### src/tpob_pkg.sv
// Shared constants and types for the timed pulse output bank.
`default_nettype none

package tpob_pkg;

    // Number of output lines in the bank.
    localparam int NUM_OUTPUTS = 8;

    // Width of a line index and of a counter that can also hold the line count.
    localparam int IDX_W = (NUM_OUTPUTS > 1) ? $clog2(NUM_OUTPUTS) : 1;
    localparam int CNT_W = $clog2(NUM_OUTPUTS + 1);

    // Number of lines shown on the level bus.
    localparam int PIN_W = 8;

    // Command codes.
    localparam logic [2:0] FUNC_TICK        = 3'd0;
    localparam logic [2:0] FUNC_SET         = 3'd1;
    localparam logic [2:0] FUNC_SET_TIMEOUT = 3'd2;
    localparam logic [2:0] FUNC_SET_PULSED  = 3'd3;
    localparam logic [2:0] FUNC_READ        = 3'd4;

    // Configuration register map.
    localparam int          PADDR_W          = 3;
    localparam logic [2:0]  ADDR_PULSE_DELAY = 3'd0;
    localparam logic [15:0] PULSE_DELAY_RST  = 16'd500;

    // One line-memory entry: deadline (zero means disarmed) and toggles left.
    typedef struct packed {
        logic [31:0] deadline;
        logic [8:0]  toggles;
    } entry_t;

endpackage

`default_nettype wire

### src/timed_pulse_output_bank.sv
// Top level of the timed pulse output bank: command sequencer and line memory.
`default_nettype none

// Each request is one command. Set, set-with-timeout, set-pulsed and read
// go through these steps from acceptance to the next acceptance: latch the
// request, update the line, and load the result register once the result
// channel is free. A tick sweeps the deadlines and toggle counts, which live
// in a single-port-read memory with a registered read port, one line per
// cycle, reading the next line while writing back the current one. Line
// levels are kept in flip-flops so the level bus is always complete. The
// memory needs no clearing pass: a per-entry valid bit makes an entry read
// as disarmed until it is first written. The result register lets a new
// request be accepted while the previous result is still stalled.
module timed_pulse_output_bank (
    input  wire logic                          clk,
    input  wire logic                          rst_n,
    // Command channel.
    input  wire logic                          in_valid,
    output logic                               in_stall,
    input  wire logic [2:0]                    func,
    input  wire logic [31:0]                   now_ms,
    input  wire logic [2:0]                    output_id,
    input  wire logic                          level,
    input  wire logic [31:0]                   timeout_ms,
    input  wire logic [7:0]                    pulse_pairs,
    // Result channel.
    output logic                               out_valid,
    input  wire logic                          out_stall,
    output logic [tpob_pkg::PIN_W-1:0]         pin_levels,
    output logic                               read_level,
    // Configuration port.
    input  wire logic                          psel,
    input  wire logic                          penable,
    input  wire logic                          pwrite,
    input  wire logic [tpob_pkg::PADDR_W-1:0]  paddr,
    input  wire logic [31:0]                   pwdata,
    output logic [31:0]                        prdata,
    output logic                               pready
);

    typedef enum logic [3:0] {
        S_IDLE = 4'b0001,
        S_CMD  = 4'b0010,
        S_SCAN = 4'b0100,
        S_DONE = 4'b1000
    } state_t;

    state_t state_reg, state_next;

    // Configuration register.
    logic [15:0] pulse_delay_reg;
    logic        cfg_wr;

    // Latched request.
    logic [2:0]  func_reg;
    logic [31:0] now_reg;
    logic [2:0]  id_reg;
    logic        cmd_level_reg;
    logic [31:0] timeout_reg;
    logic [7:0]  pairs_reg;

    // Line state: levels in flip-flops, deadlines and toggles in memory.
    logic [tpob_pkg::NUM_OUTPUTS-1:0] level_reg;
    logic [tpob_pkg::NUM_OUTPUTS-1:0] ent_vld_reg;
    tpob_pkg::entry_t                 mem [tpob_pkg::NUM_OUTPUTS];
    tpob_pkg::entry_t                 rdata_reg;
    logic                             rvld_reg;

    // Sweep control.
    logic [tpob_pkg::CNT_W-1:0] scan_cnt_reg, scan_cnt_next;
    logic [tpob_pkg::IDX_W-1:0] proc_idx_reg;
    logic                       proc_vld_reg, proc_vld_next;
    logic                       rd_level_reg, rd_level_next;

    // Result register.
    logic                       out_valid_reg;
    logic [tpob_pkg::PIN_W-1:0] pin_levels_reg;
    logic                       read_level_reg;

    // Datapath signals.
    logic                       in_acc;
    logic                       id_ok;
    logic [tpob_pkg::IDX_W-1:0] cmd_idx;
    logic [tpob_pkg::IDX_W-1:0] raddr;
    logic                       scan_rd;
    tpob_pkg::entry_t           cur;
    logic                       armed;
    logic [31:0]                sum_delay;
    logic [31:0]                sum_timeout;
    logic                       mem_we;
    logic [tpob_pkg::IDX_W-1:0] waddr;
    tpob_pkg::entry_t           wdata;
    logic                       lvl_we;
    logic [tpob_pkg::IDX_W-1:0] lvl_widx;
    logic                       lvl_wval;
    logic [tpob_pkg::PIN_W-1:0] pins_now;
    logic                       out_free;

    // Configuration port: always ready, one register.
    assign pready = 1'b1;
    assign cfg_wr = psel && penable && pwrite && pready && (paddr == tpob_pkg::ADDR_PULSE_DELAY);
    assign prdata = (paddr == tpob_pkg::ADDR_PULSE_DELAY) ? {16'b0, pulse_delay_reg} : 32'b0;

    always_ff @(posedge clk or negedge rst_n)
    begin
        if (!rst_n)
        begin
            pulse_delay_reg <= tpob_pkg::PULSE_DELAY_RST;
        end
        else if (cfg_wr)
        begin
            pulse_delay_reg <= pwdata[15:0];
        end
    end

    // Request handshake.
    assign in_stall = (state_reg != S_IDLE);
    assign in_acc   = in_valid && !in_stall;
    assign out_free = !out_valid_reg || !out_stall;

    // Latch the request payload.
    always_ff @(posedge clk)
    begin
        if (in_acc)
        begin
            func_reg      <= func;
            now_reg       <= now_ms;
            id_reg        <= output_id;
            cmd_level_reg <= level;
            timeout_reg   <= timeout_ms;
            pairs_reg     <= pulse_pairs;
        end
    end

    assign id_ok   = (32'(id_reg) < 32'(tpob_pkg::NUM_OUTPUTS));
    assign cmd_idx = tpob_pkg::IDX_W'(id_reg);

    // Sweep read side: one line read per cycle while lines remain.
    assign scan_rd = (state_reg == S_SCAN) && (32'(scan_cnt_reg) < 32'(tpob_pkg::NUM_OUTPUTS));
    assign raddr   = scan_cnt_reg[tpob_pkg::IDX_W-1:0];

    // Entry under processing; an entry never written reads as disarmed.
    assign cur         = rvld_reg ? rdata_reg : '0;
    assign armed       = (cur.deadline != 32'b0) && (now_reg >= cur.deadline);
    assign sum_delay   = now_reg + {16'b0, pulse_delay_reg};
    assign sum_timeout = now_reg + timeout_reg;

    // Write-back selection for commands and for the tick sweep.
    always_comb
    begin
        mem_we   = 1'b0;
        waddr    = cmd_idx;
        wdata    = '0;
        lvl_we   = 1'b0;
        lvl_widx = cmd_idx;
        lvl_wval = cmd_level_reg;
        case (state_reg)
            S_CMD:
            begin
                if (id_ok)
                begin
                    case (func_reg)
                        tpob_pkg::FUNC_SET:
                        begin
                            mem_we = 1'b1;
                            lvl_we = 1'b1;
                        end
                        tpob_pkg::FUNC_SET_TIMEOUT:
                        begin
                            mem_we         = 1'b1;
                            lvl_we         = 1'b1;
                            wdata.deadline = sum_timeout;
                        end
                        tpob_pkg::FUNC_SET_PULSED:
                        begin
                            mem_we         = 1'b1;
                            lvl_we         = 1'b1;
                            wdata.deadline = sum_delay;
                            wdata.toggles  = {pairs_reg, 1'b0};
                        end
                        default:
                        begin
                        end
                    endcase
                end
            end
            S_SCAN:
            begin
                waddr    = proc_idx_reg;
                lvl_widx = proc_idx_reg;
                if (proc_vld_reg && armed)
                begin
                    mem_we = 1'b1;
                    lvl_we = 1'b1;
                    if (cur.toggles != 9'b0)
                    begin
                        wdata.deadline = sum_delay;
                        wdata.toggles  = cur.toggles - 9'd1;
                        lvl_wval       = !level_reg[proc_idx_reg];
                    end
                    else
                    begin
                        lvl_wval = 1'b0;
                    end
                end
            end
            default:
            begin
            end
        endcase
    end

    // Line memory: one write port, one registered read port.
    always_ff @(posedge clk)
    begin
        if (mem_we)
        begin
            mem[waddr] <= wdata;
        end
        if (scan_rd)
        begin
            rdata_reg <= mem[raddr];
        end
    end

    // Entry valid bits, read valid and line levels.
    always_ff @(posedge clk or negedge rst_n)
    begin
        if (!rst_n)
        begin
            ent_vld_reg <= '0;
            rvld_reg    <= 1'b0;
            level_reg   <= '0;
        end
        else
        begin
            if (mem_we)
            begin
                ent_vld_reg[waddr] <= 1'b1;
            end
            if (scan_rd)
            begin
                rvld_reg <= ent_vld_reg[raddr];
            end
            if (lvl_we)
            begin
                level_reg[lvl_widx] <= lvl_wval;
            end
        end
    end

    // Sequencer next state.
    always_comb
    begin
        state_next    = state_reg;
        scan_cnt_next = scan_cnt_reg;
        proc_vld_next = 1'b0;
        rd_level_next = rd_level_reg;
        case (state_reg)
            S_IDLE:
            begin
                if (in_acc)
                begin
                    scan_cnt_next = '0;
                    rd_level_next = 1'b0;
                    state_next    = (func == tpob_pkg::FUNC_TICK) ? S_SCAN : S_CMD;
                end
            end
            S_CMD:
            begin
                if (func_reg == tpob_pkg::FUNC_READ && id_ok)
                begin
                    rd_level_next = level_reg[cmd_idx];
                end
                state_next = S_DONE;
            end
            S_SCAN:
            begin
                if (scan_rd)
                begin
                    proc_vld_next = 1'b1;
                    scan_cnt_next = scan_cnt_reg + tpob_pkg::CNT_W'(1);
                end
                else if (proc_vld_reg)
                begin
                    state_next = S_DONE;
                end
            end
            S_DONE:
            begin
                if (out_free)
                begin
                    state_next = S_IDLE;
                end
            end
            default:
            begin
                state_next = S_IDLE;
            end
        endcase
    end

    always_ff @(posedge clk or negedge rst_n)
    begin
        if (!rst_n)
        begin
            state_reg    <= S_IDLE;
            scan_cnt_reg <= '0;
            proc_vld_reg <= 1'b0;
            rd_level_reg <= 1'b0;
        end
        else
        begin
            state_reg    <= state_next;
            scan_cnt_reg <= scan_cnt_next;
            proc_vld_reg <= proc_vld_next;
            rd_level_reg <= rd_level_next;
        end
    end

    // Line index that travels with the read data.
    always_ff @(posedge clk)
    begin
        if (scan_rd)
        begin
            proc_idx_reg <= raddr;
        end
    end

    // Level bus view of the line levels.
    for (genvar i = 0; i < tpob_pkg::PIN_W; i++)
    begin : g_pins
        if (i < tpob_pkg::NUM_OUTPUTS)
        begin : g_on
            assign pins_now[i] = level_reg[i];
        end
        else
        begin : g_off
            assign pins_now[i] = 1'b0;
        end
    end

    // Result register.
    always_ff @(posedge clk or negedge rst_n)
    begin
        if (!rst_n)
        begin
            out_valid_reg <= 1'b0;
        end
        else if (state_reg == S_DONE && out_free)
        begin
            out_valid_reg <= 1'b1;
        end
        else if (!out_stall)
        begin
            out_valid_reg <= 1'b0;
        end
    end

    always_ff @(posedge clk)
    begin
        if (state_reg == S_DONE && out_free)
        begin
            pin_levels_reg <= pins_now;
            read_level_reg <= rd_level_reg;
        end
    end

    assign out_valid  = out_valid_reg;
    assign pin_levels = pin_levels_reg;
    assign read_level = read_level_reg;

    // A new result only ever follows a finished request.
    a_result_source: assert property (@(posedge clk) disable iff (!rst_n)
        $rose(out_valid_reg) |-> $past(state_reg == S_DONE))
        else $error("result appeared without a finished request");

    // Read data is only processed during a sweep.
    a_proc_in_scan: assert property (@(posedge clk) disable iff (!rst_n)
        proc_vld_reg |-> (state_reg == S_SCAN))
        else $error("line processed outside a tick sweep");

    // Write-back never hits the line being read in the same cycle.
    a_no_rw_overlap: assert property (@(posedge clk) disable iff (!rst_n)
        (mem_we && scan_rd) |-> (waddr != raddr))
        else $error("read and write of the same line overlap");

    // The sweep counter never passes the line count.
    a_scan_bound: assert property (@(posedge clk) disable iff (!rst_n)
        32'(scan_cnt_reg) <= 32'(tpob_pkg::NUM_OUTPUTS))
        else $error("sweep counter out of range");

    // A stalled result holds its payload.
    a_result_hold: assert property (@(posedge clk) disable iff (!rst_n)
        $past(out_valid_reg && out_stall) |-> $stable(pin_levels_reg))
        else $error("stalled result changed");

endmodule

`default_nettype wire
### config.mk
export PLATFORM = sky130hd
export DESIGN_NAME = timed_pulse_output_bank
export DESIGN_NICKNAME = d
export VERILOG_FILES = /design/src/tpob_pkg.sv /design/src/timed_pulse_output_bank.sv
export SDC_FILE = /design/constraint.sdc
export NUM_CORES = 1
export LEC_CHECK = 0
export BUFFER_PORTS_ARGS = -buffer_cell sky130_fd_sc_hd__buf_2
export CAP_MARGIN = 20
export CORE_MARGIN = 2
export CORE_UTILIZATION = 57
export CTS_CLUSTER_DIAMETER = 50
export CTS_CLUSTER_SIZE = 12
export DETAILED_ROUTE_END_ITERATION = 8
export PLACE_DENSITY = 0.76
export SYNTH_ARGS = -nofsm -noshare
export SYNTH_HDL_FRONTEND = slang
export SYNTH_SLANG_ARGS = --single-unit
### constraint.sdc
create_clock -name clk -period 6.03 [get_ports clk]
set_clock_uncertainty 0.2 [all_clocks]
set_input_delay 1.206 -clock clk [delete_from_list [all_inputs] [get_ports clk]]
set_output_delay 1.206 -clock clk [all_outputs]
set_load 0.1 [all_outputs]
# Yosys cells after proc, flatten, opt, wreduce, memory -nomap -nowiden
# Memories as Yosys holds them, arrays and structs flattened. A register that Yosys moved wholly into a read port is not among the register bits.
# Index checks and enable logic that the tools add are counted.
dict set report word_totals {
  ff_bits 135
  latch_bits 0
  mem_bits_rw 328
  romBits 0
  inputBits 121
  out_inout_bits 44
  elab_cells 112
  memories 1
}
# name words word_bits read_ports rd_clocked_by_memory_dff wr line_no
set mem_list {}
lappend mem_list {mem 8 41 1 1 1 timed_pulse_output_bank.sv:65} ;# tpob_pkg::entry_t mem [tpob_pkg::NUM_OUTPUTS];
dict set report classes {
  n_addsub 4
  multipliers 0
  div_mod_pow 0
  order_cmp 7
  eq_ne 16
  n_shift 0
  mux 41
  n_bitwise 1
  reduce_logical 24
}
# operator n
set op_table {}
lappend op_table {{41-bit 2-to-1 mux} 3}
lappend op_table {{41-bit case mux with 2 select lines} 1}
lappend op_table {{32-bit case mux with 2 select lines} 1}
lappend op_table {{32-bit by 16-bit adder with 32-bit output} 1}
lappend op_table {{32-bit adder} 1}
lappend op_table {{32-bit greater-or-equal comparator} 1}
lappend op_table {{32-bit nonzero test} 1}
lappend op_table {{4-bit 2-to-1 mux} 6}
lappend op_table {{1-bit 2-to-1 mux} 17}
lappend op_table {{3-bit by 4-bit less-than comparator with 1-bit output, second input constant} 4}
lappend op_table {{16-bit 2-to-1 mux} 1}
lappend op_table {{4-bit case mux with 4 select lines} 1}
lappend op_table {{2-bit inequality test, second input constant} 6}
lappend op_table {{1-bit binary-select mux with 3-bit select} 3}
lappend op_table {{1-bit logical AND} 9}
lappend op_table {{9-bit 2-to-1 mux} 1}
lappend op_table {{9-bit nonzero test} 1}
lappend op_table {{9-bit by 1-bit subtractor with 9-bit output, second input constant} 1}
lappend op_table {{8-bit bitwise mux} 1}
lappend op_table {{8-bit bitwise OR} 1}
lappend op_table {{4-bit case mux with 2 select lines} 1}
lappend op_table {{3-bit by 2-bit equality test with 1-bit output, second input constant} 2}
lappend op_table {{3-bit zero test} 2}
lappend op_table {{3-bit 2-to-1 mux} 2}
lappend op_table {{19 further kinds} 25}

# Logic depth before layout (Yosys ltp)
dict set report depth {
  word_depth 8
  ltp_mapped 15
  ltp_nobuf 11
}

# Worst setup path before layout
# No wires, ideal clock.
dict set report synth_path {
  path_kind {register to register}
  start {register state_reg[0]}
  end {register scan_cnt_reg[0] (netlist bit)}
  setup_ns 0.125
  arrival_ns 4.074
  required_time_ns 5.705
  slack_ns 1.630
  stages_incl_launch_ff 6
  path_buffers 0
  synth_period_minus_slack_ns 4.400
  path_cell_list {dfstp_2 nand3b_1 or2_2 inv_1 nor2_1 mux2_2}
}
dict set report synth_between {
  elab_chain_cells 5
  word_cells_on_any_way 11
  cone_classes {eq/ne: 5; mux: 1; reduce/logical: 5}
}
# element line_no
set synth_lines {}
lappend synth_lines {{start: declaration} timed_pulse_output_bank.sv:48} ;# state_t state_reg, state_next;
lappend synth_lines {{start signal: assignment} timed_pulse_output_bank.sv:314} ;# state_reg <= state_next;
lappend synth_lines {{4-bit by 1-bit inequality test with 1-bit output} timed_pulse_output_bank.sv:117} ;# assign in_stall = (state_reg != S_IDLE);
lappend synth_lines {{named net in_stall} timed_pulse_output_bank.sv:19} ;# output logic in_stall,
lappend synth_lines {{1-bit zero test} timed_pulse_output_bank.sv:118} ;# assign in_acc = in_valid && !in_stall;
lappend synth_lines {{1-bit logical AND} timed_pulse_output_bank.sv:118}
lappend synth_lines {{named net in_acc} timed_pulse_output_bank.sv:81} ;# logic in_acc;
lappend synth_lines {{2-bit inequality test (no source line)} --}
lappend synth_lines {{3-bit AND reduction (no source line)} --}
lappend synth_lines {{end signal: assignment} timed_pulse_output_bank.sv:315} ;# scan_cnt_reg <= scan_cnt_next;
lappend synth_lines {{end: declaration} timed_pulse_output_bank.sv:70} ;# logic [tpob_pkg::CNT_W-1:0] scan_cnt_reg, scan_cnt_next;
# The timed path passes the listed nets, and every way through them passes these cells.
# A chain may end at the register's enable or synchronous reset.

==> flow_summary.ini <==
[synthesis]
synth_fa_ha_area_share_pct = 4.62
synth_top_family_by_area = multiplexers
synth_edf_count = 460
synth_compound_area_share_pct = 6.93
yosysWarnings = 0
synth_area_per_cell_um2 = 16.0
ys_seq_area_share_pct = 65.5
synthTopCellsByArea = edfxtp_1 61%, mux4_2 8.7%, ha_1 4.4%
yosys-top-cells-count = 460 x edfxtp_1, 95 x nand2_1, 88 x mux4_2
ys_types = 77
synth-simple-area-share_pct = 6.47
syn_inst = 1428
synth_top_area_cell = edfxtp_1
ys_seq_elements = 504
synthMuxAreaShare_pct = 12.2
synthFlopType = edfxtp_1
yosysMostFrequentCell = edfxtp_1
syn-cell-area_mm2 = 0.0228
synthArstFlopShare_pct = 8.73
synthXorXnorAreaFrac_pct = 2.31
synth.top_cell.area_share_pct = 60.6

[route]
routed_via_density = 6.21
routed.top_layer = met4
wl_mm = 51.0
wl_met1_mm = 20.9
routedWlPerCell_um = 23.8
ant_nets = 0
wl_met3_mm = 4.09
post-route-drc-count = 0
via_count = 13300
first_pass_iters = 5
drt_iter0_drc = 1290
wl_met2_mm = 24.8

[clock_network]
clkSinkCount = 504
post_cts_buffers = 0
cts_buffers = 54
clkTransAtPathRegs_ns = 0.06
cts_root_buf = clkbuf_16
cts_buffer_depth = 3
hold_buffers = 0
cts_resized = 0
cts_max_level = 2
cts_tree = built
insertion_delay_ns = 0.60

[die]
ios = 165
die_area_mm2 = 0.0416
start_util_pct = 57.5
fp.dieH_um = 204
core_area_mm2 = 0.0396
die_w_um = 204
rows = 73

[worst_setup_path]
r2r_slack_ns = 1.49
rr_worst_depth = 12
timing.rr.start = rvld_reg$_DFFE_PN0P_
rr_endpoint = mem[5][40]$_DFFE_PP_
arrival_ns = 4.65
cp.required_ns = 6.14
path_class = flip-flop to flip-flop
crit_fanout = 32
end_kind = flip-flop
startpoint_type = flip-flop

[pwr]
max-vdd-ir-drop_mv = 0.275
p_per_area_mw_per_mm2 = 376
cellLeakagePower_uw = 0.00961

[timing]
post-route-period-util_pct = 75.2
final.setup.tns_ns = 0
hold_viol_final = 0
setup_viol = 0
worst_pin_slew_ns = 0.943
report.final.slew_viol_count = 0
period_needed_ns = 4.54
rsz0062_at_grt = no
slew_headroom_pct = 37.1
max_freq_mhz = 220

[global_route]
grt_pass1_wl_mm = 77.7
grt_pass1_vias = 13300
grt_use_total_pct = 25.2
antenna_found_initial = 0
grt-ovfl-total = 0
grt_max_degree = 55

[placed_design]
gp_congestion = 0.925
placedCellCount = 2053
hpwl_mm = 32.0
port_buffers = 131

[cells_and_area]
syn_to_final_growth_pct = 12.5
final_cells = 2141
multiInputGateArea_mm2 = 0.00748
seq_area_mm2 = 0.0149
fillers = 2802
final_core_util_pct = 64.7
insertedDiodeCount = 0
drive_gt1_share_pct = 25.9
nets = 1790
largest_register_ffs = 328

[min_path]
hp-class = input pin to async pin

[flow_run]
drv_cap = 0

[status]
outcome = finished, final reports clean
worst max-delay path: stages (launching register included):
cell and delay [ns]:
dfrtp_1 0.79, buf_4 0.46, nand2_1 0.11, ha_1 0.32
a21oi_1 0.06, o21ai_0 0.26, o21ai_1 0.14, a31oi_1 0.29
o211a_1 0.49, nor2_2 0.09, buf_4 0.29, o21a_1 0.22
a31oi_1 0.50
worst max path at each step:
stage	start	endpoint	cells past startpoint
finish	rvld_reg$_DFFE_PN0P_	mem[5][40]$_DFFE_PP_	12
global route	rvld_reg$_DFFE_PN0P_	mem[5][40]$_DFFE_PP_	11
CTS	rvld_reg$_DFFE_PN0P_	mem[5][40]$_DFFE_PP_	11
detailed placement	rvld_reg$_DFFE_PN0P_	mem[2][13]$_DFFE_PP_	10
global placement	rvld_reg$_DFFE_PN0P_	mem[0][40]$_DFFE_PP_	11
floorplan	state_reg[0]$_DFFE_PN1P_	scan_cnt_reg[0]$_DFFE_PN0P_	5
metal layers:
metal / GRT usage, % / vias to the layer above
met3: 4.37 / 92
met1: 34.9 / 6691
met5: 0 / -
met2: 41.0 / 603
met4: 8.51 / 0
li1: - / 5914
through the flow:
step | instance area, µm² | setup WS (ns) | hold slack [ns] | total power (µW)
after floorplan | 22900 | 1.63 | 0.223 | 5990
after global placement | 24000 | 1.62 | 0.236 | 6520
after detailed placement | 24000 | 1.57 | 0.241 | 6570
after CTS | 25600 | 1.53 | 0.254 | 9660
after global routing | 25600 | 1.17 | 0.250 | 10100
final | 25600 | 1.49 | 0.252 | 9630
cell type report:
type / count / share of cell area, %
clock buffer: 68 / 5.47
clock inverter: 18 / 0.849
inverter: 30 / 0.444
multi-input combinational: 845 / 29.2
sequential: 504 / 58.2
tap: 525 / 2.56
timing repair buffer: 151 / 3.27
report_power, final:
group,switching [µW],internal (µW)
sequential,291,4090
clock,1300,1770
combinational,1310,862
cells by family (layout without fill, tap and decap cells):
group / after synthesis / in the layout
other: 2 / 17
DFF: 504 / 504
adders and majority gates: 83 / 83
xor gates and xnor gates: 60 / 60
and+or+nand+nor: 291 / 291
AOI/OAI and AO/OA: 235 / 235
buffers and inverters: 94 / 267
muxes: 159 / 159
placed cells by master (no fill, tap or decap), types with 10 or more instances in the layout:
cell,instances
edfxtp_1,460
buf_2,131
nand2_1,95
mux4_2,88
ha_1,81
mux2_2,66
a21oi_1,60
clkbuf_16,54
nor2_1,50
o21ai_0,34
dfrtp_1,34
nand3_1,30
xor2_1,30
xnor2_1,30
o22ai_1,27
inv_1,21
and2_1,20
buf_4,18
conb_1,17
nand2b_1,16
nor3_1,15
a21o_1,15
clkbuf_1,14
o21ai_1,12
a31oi_1,12
a22o_1,12
nand4_1,11
nor4_1,10
No activity file was read; power rests on OpenSTA's default activity.
